`config.mk`:
```
export PLATFORM = sky130hd
export DESIGN_NAME = stable_min_priority_queue
export DESIGN_NICKNAME = d
export VERILOG_FILES = /design/src/rtl/smpq_pkg.sv /design/src/rtl/smpq_mem.sv /design/src/rtl/smpq_ctrl.sv /design/src/rtl/stable_min_priority_queue.sv
export SDC_FILE = /design/constraint.sdc
export NUM_CORES = 2
export LEC_CHECK = 0
export BUFFER_PORTS_ARGS = -buffer_cell sky130_fd_sc_hd__buf_2
export CELL_PAD_IN_SITES_DETAIL_PLACEMENT = 0
export CELL_PAD_IN_SITES_GLOBAL_PLACEMENT = 2
export CORE_ASPECT_RATIO = 1.25
export CORE_MARGIN = 8
export CORE_UTILIZATION = 30
export CTS_CLUSTER_DIAMETER = 120
export DETAILED_ROUTE_END_ITERATION = 12
export GPL_ROUTABILITY_DRIVEN = 0
export PLACE_DENSITY_LB_ADDON = 0.25
export SYNTH_ARGS = -nofsm -noshare
export SYNTH_HDL_FRONTEND = slang
export SYNTH_SLANG_ARGS = --single-unit
```
`constraint.sdc`:
```
create_clock -name clk -period 12.25 [get_ports clk]
set_input_delay 0.6125 -clock clk [delete_from_list [all_inputs] [get_ports clk]]
set_output_delay 0.6125 -clock clk [all_outputs]
set_load 0.02 [all_outputs]
```
`src/rtl/smpq_pkg.sv`:
```
`timescale 1ns / 1ps
package smpq_pkg;

  typedef enum logic [1:0] {
    STAT_OK    = 2'd0,
    STAT_EMPTY = 2'd1,
    STAT_FULL  = 2'd2
  } status_t;

  typedef enum logic {
    OP_ENQUEUE = 1'b0,
    OP_DEQUEUE = 1'b1
  } op_t;

  typedef enum logic [1:0] {
    S_IDLE,
    S_SCAN,
    S_PRE,
    S_SHIFT
  } state_t;

  // one input word
  typedef struct packed {
    logic        operation;
    logic [7:0]  priority_req;
    logic [4:0]  day;
    logic [3:0]  month;
    logic [13:0] year;
    logic [4:0]  start_hour;
    logic [5:0]  start_minute;
    logic [4:0]  end_hour;
    logic [5:0]  end_minute;
    logic [7:0]  min_capacity;
    logic [15:0] resource_code;
  } cmd_t;

  // one result word
  typedef struct packed {
    status_t     status;
    logic [7:0]  out_priority;
    logic [4:0]  out_day;
    logic [3:0]  out_month;
    logic [13:0] out_year;
    logic [4:0]  out_start_hour;
    logic [5:0]  out_start_minute;
    logic [4:0]  out_end_hour;
    logic [5:0]  out_end_minute;
    logic [7:0]  out_min_capacity;
    logic [15:0] out_resource_code;
    logic [4:0]  occupancy;
  } result_t;

  // stored booking record
  typedef struct packed {
    logic [7:0]  prio;
    logic [4:0]  day;
    logic [3:0]  month;
    logic [13:0] year;
    logic [4:0]  start_hour;
    logic [5:0]  start_minute;
    logic [4:0]  end_hour;
    logic [5:0]  end_minute;
    logic [7:0]  min_capacity;
    logic [15:0] resource_code;
  } rec_t;

  // response from the sequencer to the output register
  typedef struct packed {
    logic       valid;
    status_t    status;
    rec_t       rec;
    logic [4:0] occupancy;
  } resp_t;

  localparam int OCC_W = 5;

endpackage

```
`src/rtl/smpq_mem.sv`:
```
`timescale 1ns / 1ps
module smpq_mem #(
  parameter int DEPTH = 16,
  parameter int AW    = 4
) (
  input  logic               clk,
  input  logic               we,
  input  logic [AW-1:0]      waddr,
  input  smpq_pkg::rec_t     wdata,
  input  logic [AW-1:0]      raddr,
  output smpq_pkg::rec_t     rdata
);

  smpq_pkg::rec_t mem [DEPTH];

  always_ff @(posedge clk) begin
    if (we) begin
      mem[waddr] <= wdata;
    end
  end

  always_ff @(posedge clk) begin
    rdata <= mem[raddr];
  end

endmodule

```
`src/rtl/smpq_ctrl.sv`:
```
`timescale 1ns / 1ps
module smpq_ctrl #(
  parameter int DEPTH = 16,
  parameter int AW    = 4,
  parameter int CW    = 5
) (
  input  logic               clk,
  input  logic               rst,
  input  logic               start,
  input  logic               op,
  input  smpq_pkg::rec_t     in_rec,
  output logic               busy,
  output logic               we,
  output logic [AW-1:0]      waddr,
  output smpq_pkg::rec_t     wdata,
  output logic [AW-1:0]      raddr,
  input  smpq_pkg::rec_t     rdata,
  output smpq_pkg::resp_t    resp
);

  smpq_pkg::state_t state, state_next;
  logic [CW-1:0]    count;
  logic [AW-1:0]    ptr;
  logic [AW-1:0]    best;
  smpq_pkg::rec_t   best_rec;

  logic             accept;
  logic             is_deq;
  logic             full;
  logic             empty;
  logic [CW-1:0]    count_m1;
  logic [CW-1:0]    count_p1;
  logic [AW-1:0]    last;
  logic [AW-1:0]    ptr_p1;
  logic [AW-1:0]    ptr_p2;
  logic             take;
  logic [AW-1:0]    best_sel;
  logic [CW-1:0]    occ_src;
  logic [CW+smpq_pkg::OCC_W-1:0] occ_wide;

  assign accept   = start && (state == smpq_pkg::S_IDLE);
  assign is_deq   = (op == smpq_pkg::OP_DEQUEUE);
  assign full     = (count == CW'(DEPTH));
  assign empty    = (count == '0);
  assign count_m1 = count - CW'(1);
  assign count_p1 = count + CW'(1);
  assign last     = count_m1[AW-1:0];
  assign ptr_p1   = ptr + AW'(1);
  assign ptr_p2   = ptr + AW'(2);

  // shared compare: first entry or strictly smaller priority wins
  assign take     = (ptr == '0) || (rdata.prio < best_rec.prio);
  assign best_sel = take ? ptr : best;

  // next state
  always_comb begin
    state_next = state;
    case (state)
      smpq_pkg::S_IDLE: begin
        if (accept && is_deq && !empty) begin
          state_next = smpq_pkg::S_SCAN;
        end
      end
      smpq_pkg::S_SCAN: begin
        if (ptr == last) begin
          state_next = smpq_pkg::S_PRE;
        end
      end
      smpq_pkg::S_PRE: begin
        state_next = smpq_pkg::S_SHIFT;
      end
      smpq_pkg::S_SHIFT: begin
        if (ptr == last) begin
          state_next = smpq_pkg::S_IDLE;
        end
      end
      default: begin
        state_next = smpq_pkg::S_IDLE;
      end
    endcase
  end

  // outputs
  always_comb begin
    busy         = (state != smpq_pkg::S_IDLE);
    we           = 1'b0;
    waddr        = ptr;
    wdata        = rdata;
    raddr        = '0;
    resp.valid   = 1'b0;
    resp.status  = smpq_pkg::STAT_OK;
    resp.rec     = '0;
    occ_src      = count;
    case (state)
      smpq_pkg::S_IDLE: begin
        if (accept) begin
          resp.valid = !is_deq || empty;
          if (is_deq) begin
            resp.status = smpq_pkg::STAT_EMPTY;
          end else if (full) begin
            resp.status = smpq_pkg::STAT_FULL;
          end else begin
            we      = 1'b1;
            waddr   = count[AW-1:0];
            wdata   = in_rec;
            occ_src = count_p1;
          end
        end
      end
      smpq_pkg::S_SCAN: begin
        raddr = ptr_p1;
      end
      smpq_pkg::S_PRE: begin
        raddr = ptr_p1;
      end
      smpq_pkg::S_SHIFT: begin
        raddr = ptr_p2;
        if (ptr != last) begin
          we = 1'b1;
        end else begin
          resp.valid = 1'b1;
          resp.rec   = best_rec;
          occ_src    = count_m1;
        end
      end
      default: begin
        raddr = '0;
      end
    endcase
    occ_wide       = {{smpq_pkg::OCC_W{1'b0}}, occ_src};
    resp.occupancy = occ_wide[smpq_pkg::OCC_W-1:0];
  end

  always_ff @(posedge clk) begin
    if (rst) begin
      state <= smpq_pkg::S_IDLE;
      count <= '0;
    end else begin
      state <= state_next;
      if (accept && !is_deq && !full) begin
        count <= count_p1;
      end
      if (state == smpq_pkg::S_SHIFT && ptr == last) begin
        count <= count_m1;
      end
    end
  end

  always_ff @(posedge clk) begin
    case (state)
      smpq_pkg::S_IDLE: begin
        ptr <= '0;
      end
      smpq_pkg::S_SCAN: begin
        if (take) begin
          best     <= ptr;
          best_rec <= rdata;
        end
        ptr <= (ptr == last) ? best_sel : ptr_p1;
      end
      smpq_pkg::S_SHIFT: begin
        ptr <= ptr_p1;
      end
      default: begin
        ptr <= ptr;
      end
    endcase
  end

endmodule

```
`src/rtl/stable_min_priority_queue.sv`:
```
`timescale 1ns / 1ps
// channel   ports                      handshake
// -------   -------------------------  ------------------------------------------
// command   cmd, start, busy           word taken at clk edge with start & !busy
// result    result, done               word valid for one cycle while done is high
//
// an enqueue or a refused item answers in the cycle after it is taken and busy
// stays low, so a new word may follow at once
// a dequeue of n held bookings keeps busy high through a scan of all n, a setup
// state and a shift from pos (the place of the removed booking) to the last one;
// the single memory read port sets this
// rst is synchronous and empties the queue; stored records are not cleared
// the receiver cannot stall: done pulses exactly once per accepted word
module stable_min_priority_queue #(
  parameter int QUEUE_DEPTH = 16
) (
  input  logic               clk,
  input  logic               rst,
  input  logic               start,
  input  smpq_pkg::cmd_t     cmd,
  output logic               busy,
  output logic               done,
  output smpq_pkg::result_t  result
);

  localparam int AW = (QUEUE_DEPTH > 1) ? $clog2(QUEUE_DEPTH) : 1;
  localparam int CW = $clog2(QUEUE_DEPTH + 1);

  // booking fields packed as one stored record
  smpq_pkg::rec_t  in_rec;
  smpq_pkg::rec_t  rdata;
  smpq_pkg::rec_t  wdata;
  smpq_pkg::resp_t resp;
  logic            we;
  logic [AW-1:0]   waddr;
  logic [AW-1:0]   raddr;

  always_comb begin
    in_rec.prio          = cmd.priority_req;
    in_rec.day           = cmd.day;
    in_rec.month         = cmd.month;
    in_rec.year          = cmd.year;
    in_rec.start_hour    = cmd.start_hour;
    in_rec.start_minute  = cmd.start_minute;
    in_rec.end_hour      = cmd.end_hour;
    in_rec.end_minute    = cmd.end_minute;
    in_rec.min_capacity  = cmd.min_capacity;
    in_rec.resource_code = cmd.resource_code;
  end

  // record store: one write port, one registered read port
  smpq_mem #(
    .DEPTH (QUEUE_DEPTH),
    .AW    (AW)
  ) u_mem (
    .clk   (clk),
    .we    (we),
    .waddr (waddr),
    .wdata (wdata),
    .raddr (raddr),
    .rdata (rdata)
  );

  // sequencer: min scan with one comparator, then the gap-closing shift
  smpq_ctrl #(
    .DEPTH (QUEUE_DEPTH),
    .AW    (AW),
    .CW    (CW)
  ) u_ctrl (
    .clk    (clk),
    .rst    (rst),
    .start  (start),
    .op     (cmd.operation),
    .in_rec (in_rec),
    .busy   (busy),
    .we     (we),
    .waddr  (waddr),
    .wdata  (wdata),
    .raddr  (raddr),
    .rdata  (rdata),
    .resp   (resp)
  );

  // result register, strobe reset only
  always_ff @(posedge clk) begin
    if (rst) begin
      done <= 1'b0;
    end else begin
      done <= resp.valid;
    end
  end

  always_ff @(posedge clk) begin
    if (resp.valid) begin
      result.status            <= resp.status;
      result.out_priority      <= resp.rec.prio;
      result.out_day           <= resp.rec.day;
      result.out_month         <= resp.rec.month;
      result.out_year          <= resp.rec.year;
      result.out_start_hour    <= resp.rec.start_hour;
      result.out_start_minute  <= resp.rec.start_minute;
      result.out_end_hour      <= resp.rec.end_hour;
      result.out_end_minute    <= resp.rec.end_minute;
      result.out_min_capacity  <= resp.rec.min_capacity;
      result.out_resource_code <= resp.rec.resource_code;
      result.occupancy         <= resp.occupancy;
    end
  end

endmodule

```
After elaboration in Yosys (flattened, before gate mapping):

Memories as Yosys holds them, arrays and structs flattened. A register that Yosys moved wholly into a read port is not among the register bits.
Cells that the tools add are included.

* register bits after elaboration: 177
* output and inout bits: 86
* memory bits (writable): 1232
* word-level logic and storage cells: 104
* memories: 1
* input port bits: 81

* bitwise operators: 3
* $add $sub $neg: 4
* mux-type cells: 35
* $lt $le $gt $ge: 1
* equality and inequality tests: 9
* reduce and logical (&&, ||, !) cells: 23

Memories
* u_mem.mem: words 16, bits a word 77, read ports 1, clocked after Yosys merged registers in 1, write ports 1, line smpq_mem.sv:14 `smpq_pkg::rec_t mem [DEPTH];`

Operators by type and width (count)
* $mux W77: 4
* $mux W5: 6
* $mux W4: 6
* $pmux W4 S3: 1
* $mux W2: 5
* $pmux W5 S2: 1
* $lt A8 B8 Y1: 1
* $pmux W2 S4: 1
* $pmux W4 S2: 1
* $mux W1: 7
* $logic_and A1 B1 Y1: 6
* $add A5 B1 Y5 const B: 1
* $eq A5 B5 Y1 const B: 1
* $logic_not A5 Y1: 1
* $sub A5 B1 Y5 const B: 1
* $add A4 B1 Y4 const B: 1
* $add A4 B2 Y4 const B: 1
* $eq A2 B2 Y1 const B: 2
* $eq A4 B4 Y1: 1
* $logic_not A4 Y1: 1
* $ne A2 B1 Y1 const B: 2
* $ne A4 B4 Y1: 1
* $pmux W1 S2: 2
* $reduce_and A2 Y1: 2
* 12 further kinds: 19

Logic depth before layout (Yosys ltp):

* word-level depth: 7
* mapped depth: 11
* gate-level depth less buffers: 8

Modules after synthesis:

From an unflattened synthesis, not the netlist that was laid out.

* cell total of the unflattened synthesis: 2683
* area, all modules: 55559.5 um^2

By module, submodules not included
* smpq_mem: instances 1, area an instance 47575.6 um^2, seq. area each 38537.0 um^2, cells an instance 1978
* smpq_ctrl: instances 1, area an instance 5427.7 um^2, seq. area each 2692.6 um^2, cells an instance 619
* stable_min_priority_queue: instances 1, area an instance 2556.2 um^2, seq. area each 2542.4 um^2, cells an instance 86

Worst setup path before layout:

Ideal clock, no wire load.

* path type: register to register
* from: reg u_ctrl.count[0]
* to: mem u_mem.mem[14][0] in the netlist's numbering, enable pin
* slack: 2.502 ns
* data required time: 11.548 ns
* path buffers: 0
* cell stages (with the launch flop): 9
* library setup time: 0.702 ns
* clock period less this slack: 9.748 ns
* arrival time: 9.046 ns
* cell sequence: dfxtp_1 > inv_1 > ha_1 > xor2_1 > nand3_1 > nor2_1 > nor2_2 > a31oi_2 > nor4_1

* word-level cells in the longest chain between the ends: 7
* elaborated cells between the ends (all ways): 14
* those cells by class: add/sub (1); eq/ne (2); mux (11)

RTL lines
* start: declaration: line smpq_ctrl.sv:22 `logic [CW-1:0] count;`
* start signal: assignment: line smpq_ctrl.sv:141 `count <= count_p1;`
* start signal: assignment: line smpq_ctrl.sv:144 `count <= count_m1;`
* parallel branches: the longest is 7 deep, another holds $sub A5 B1 Y5
* end: declaration: line smpq_mem.sv:14

Parallel ways; which one is timed is not known.

Worst setup path after layout:

* from: reg u_ctrl.state[0]
* to: reg, netlist name u_mem.rdata[38]

* word-level cells in the longest chain between the ends: 3
* elaborated cells between the ends (all ways): 5
* those cells by class: eq/ne (3); mux (1); reduce/logical (1)

RTL lines
* start: declaration: line smpq_ctrl.sv:21 `smpq_pkg::state_t state, state_next;`
* start signal: assignment: line smpq_ctrl.sv:136 `state <= smpq_pkg::S_IDLE;`
* start signal: assignment: line smpq_ctrl.sv:139 `state <= state_next;`
* $eq A2 B2 Y1 / $eq A2 B1 Y1 (equally long branches): line smpq_ctrl.sv:94 `case (state)`
* $reduce_or A2 Y1 (no line)
* $pmux W4 S2 *: line smpq_ctrl.sv:94

Mark *: on every way between the ends. The rest lies on a longest branch, timed or not.
A chain may end at the register's enable or synchronous reset.

==> impl_metrics.yaml <==
outcome:
  status: "completed"
logic_synthesis:
  async_reset_ff_frac: 0
  synth_edf_count: 1401
  ys_types: 58
  synth_top_area_frac: 0.745
  netlist_instances: 2681
  synthMuxAreaShare: 0.165
  synthSimpleGateAreaFrac: 0.0323
  syn-num-nets: 2780
  ys_top_cells_by_area: "edfxtp_1, mux4_2, mux2i_1"
  synth_top_area_cell: "edfxtp_1"
  synth-xor-area-share: 0.00239
  synth_top_family_by_area: "multiplexers"
  synth_top_flop_cell: "edfxtp_1"
  synth-adder-area-share: 0.00399
  synth.avg_cell_area_um2: 21.1
  seq_area_frac_synth: 0.775
  yosys_warnings: 0
  synth_seq_cells: 1486
  synth_compound_area_frac: 0.00685
  syn-cell-area_um2: 56500
worst_setup_path:
  r2r_start: "u_ctrl.state[0]"
  required_ps: 12860
  startpoint_type: "register"
  cp-endpoint: "u_mem.rdata[38]"
  reg2reg_to: "u_mem.rdata[38]"
  reg2regPathDepth: 9
  startpoint: "u_ctrl.state[0]"
  path_class: "reg2reg"
  r2r_slack_ps: 6850
  cp.arrival_ps: 6020
  critPathMaxFanout: 73
  crit_path_end_kind: "register"
power:
  power_frac_seq: 0.478
  pwr-share-comb: 0.190
  ir_worst_vdd_mv: 0.156
  p_switching_uw: 3860
  power_uw: 14200
  internal-power_uw: 10300
  p_per_area_nw_per_um2: 217
  switching_share: 0.272
  leakagePower_uw: 0.0214
  p_clk_frac: 0.332
place:
  postPlaceCellArea_um2: 60400
  dp_hpwl_um: 75000
  dp_slack_ps: 6680
  portBuffers: 166
timing:
  fmax_mhz: 185
  final_hold_viol_count: 0
  setup_viol: 0
  rsz0062_at_grt: "false"
  setup-tns-final_ps: 0
  setup_slack_ps: 6850
  timing.final.crit_share: 0.441
  slew_viol_final: 0
  slew-limit-headroom: 0.233
  fin_crit_ps: 5400
  tightest_slew_ps: 1150
  fin_worst_skew_ps: 24.8
clock_network:
  cts-root-buf: "clkbuf_16"
  clockBufferDepth: 3
  htreeDepth: 4
  clkSlewWorstSetupHoldPaths_ps: 60
  cts_tree: "done"
  clk_latency_ps: 770
  cts.sinks: 1486
  hold_buffers: 0
  post_cts_buffers: 0
  ctsResizeCount: 0
  cts_buffers: 154
routing:
  drcViolationCount: 0
  drt-total-wl_um: 143000
  drtIter0Drc: 1940
  vias_per_cell: 4.69
  ant_nets: 0
  vias: 26200
  routedWlPerCell_um: 25.6
  detail_route.first_pass.iterations: 7
floorplan:
  io_pins: 167
  core_um2: 188000
  start_util: 0.301
  fp.dieH_um: 501
  num_rows: 178
  die_x_um: 404
  die-area_um2: 202000
grt:
  busiest_layer: "met2"
  first_global_vias: 28900
  grtUsageTotal: 0.139
  antenna_found_initial: 13
  use_met1: 0.192
  overflow: 0
  grt_util_met2: 0.229
  grt_use_met3: 0.0250
  grt_max_degree: 153
  grt_pass1_wl_um: 207000
cells_and_area:
  syn_to_final_growth_pct: 16.0
  final_net_count: 3024
  regArea_um2: 43800
  drive_gt1_frac: 0.259
  post-route-cell-area_um2: 65500
  multiInputGateArea_um2: 12100
  nFillCells: 17600
hold_path:
  hold_class: "in2reg"
run:
  maxCapViolCount: 0
registers in the layout, summed over array words and instances, names as in the netlist:
name             cells
u_mem.mem         1232
result              84
u_ctrl.best_rec     77
u_mem.rdata         77
u_ctrl.count         5
u_ctrl.best          4
u_ctrl.ptr           4
u_ctrl.state         2
done                 1
final cells by class:
cell class | count | area share
Timing Repair Buffer | 221 | 0.0198
Inverter | 22 | 0.00126
Multi-Input combinational cell | 1040 | 0.185
Clock buffer | 205 | 0.0661
Clock inverter | 81 | 0.0116
Sequential cell | 1486 | 0.669
Tap cell | 2520 | 0.0482
Antenna cell | 3 | 0.000115
metal layers:
metal,up-vias,part of all wire
li1,11300,-
met1,14000,0.45
met2,681,0.48
met3,200,0.046
met4,2,0.022
met5,-,0.000091
worst max-delay path: stages, from the launching register on:
cell and delay [ps]:
dfxtp_1 380, inv_1 100, ha_1 930, a22oi_1 230, nor2_4 720, buf_4 970
buf_4 910, mux4_2 410, mux2i_1 290, mux2i_1 120
cell families (layout without fill, tap and decap cells):
family          Yosys count  in the layout
flops                  1486           1486
mux                     547            547
simple gates            408            408
buf+inv                 155            529
compound gates           54             54
fa+ha+maj                18             18
xor+xnor                 13             13
other cells               0              3
worst min-delay path by stage:
stage                     slack (ps)  cells after the start       startpoint             endpoint
after floorplan                  410                      0   u_mem.rdata[0]   u_ctrl.best_rec[0]
final                            180                      2              rst      u_ctrl.count[2]
after global placement           420                      0  u_mem.rdata[64]  u_ctrl.best_rec[64]
after CTS                        100                      2              rst      u_ctrl.count[3]
after detailed placement         420                      0  u_mem.rdata[60]  u_ctrl.best_rec[60]
after global routing             140                      2              rst      u_ctrl.count[0]
power by group through the flow:
stage | Clock, uW | Combinational, uW | Sequential (uW)
2_1_floorplan | 0 | 1850 | 6930
3_3_place_gp | 0 | 2710 | 6900
3_5_place_dp | 0 | 2790 | 6900
4_1_cts | 4850 | 2790 | 6800
5_1_grt | 5030 | 2980 | 6830
6_report | 4710 | 2700 | 6790
synthesized netlist by cell type, types with 2 or more instances:
cell type and number:
edfxtp_1 1401, mux4_2 308, nand2_1 250, mux2i_1 238, dfxtp_1 85, buf_2 73, and2_1 71, nor2_1 42
clkbuf_1 28, inv_1 21, buf_4 19, ha_1 18, a21oi_1 10, o21ai_0 10, xnor2_1 9, buf_1 8
nand3_1 8, nor3_1 7, nand4_1 5, nor2b_1 5, o21ai_1 5, a22oi_1 4, buf_6 4, nand2b_1 4
nor4_1 3, o31ai_1 3, a21o_1 2, a22o_1 2, a31o_1 2, a31oi_1 2, a31oi_2 2, a32o_1 2
nor3_2 2, nor3b_1 2, or3_1 2, xor2_1 2
placed cells by master (no fill, tap or decap), types with 10 or more instances in the layout:
cell type and instances:
and2_1 71, buf_2 166, buf_4 51, bufinv_16 12
clkbuf_1 33, clkbuf_16 163, clkinv_1 28, clkinv_2 21
dfxtp_1 85, edfxtp_1 1401, ha_1 18, inv_1 21
mux2i_1 237, mux4_2 308, nand2_1 249, nor2_1 30
nor2_4 13, o21ai_0 10
metrics by stage:
stage / instances / hold slack [ps] / utilization
finish: 5578 / 181 / 0.349
global route: 5576 / 136 / 0.349
CTS: 5575 / 105 / 0.349
detailed placement: 5289 / 417 / 0.322
floorplan: 2681 / 408 / -
global placement: 5289 / 416 / 0.322
Note: power is estimated with default switching activity, not from simulation.
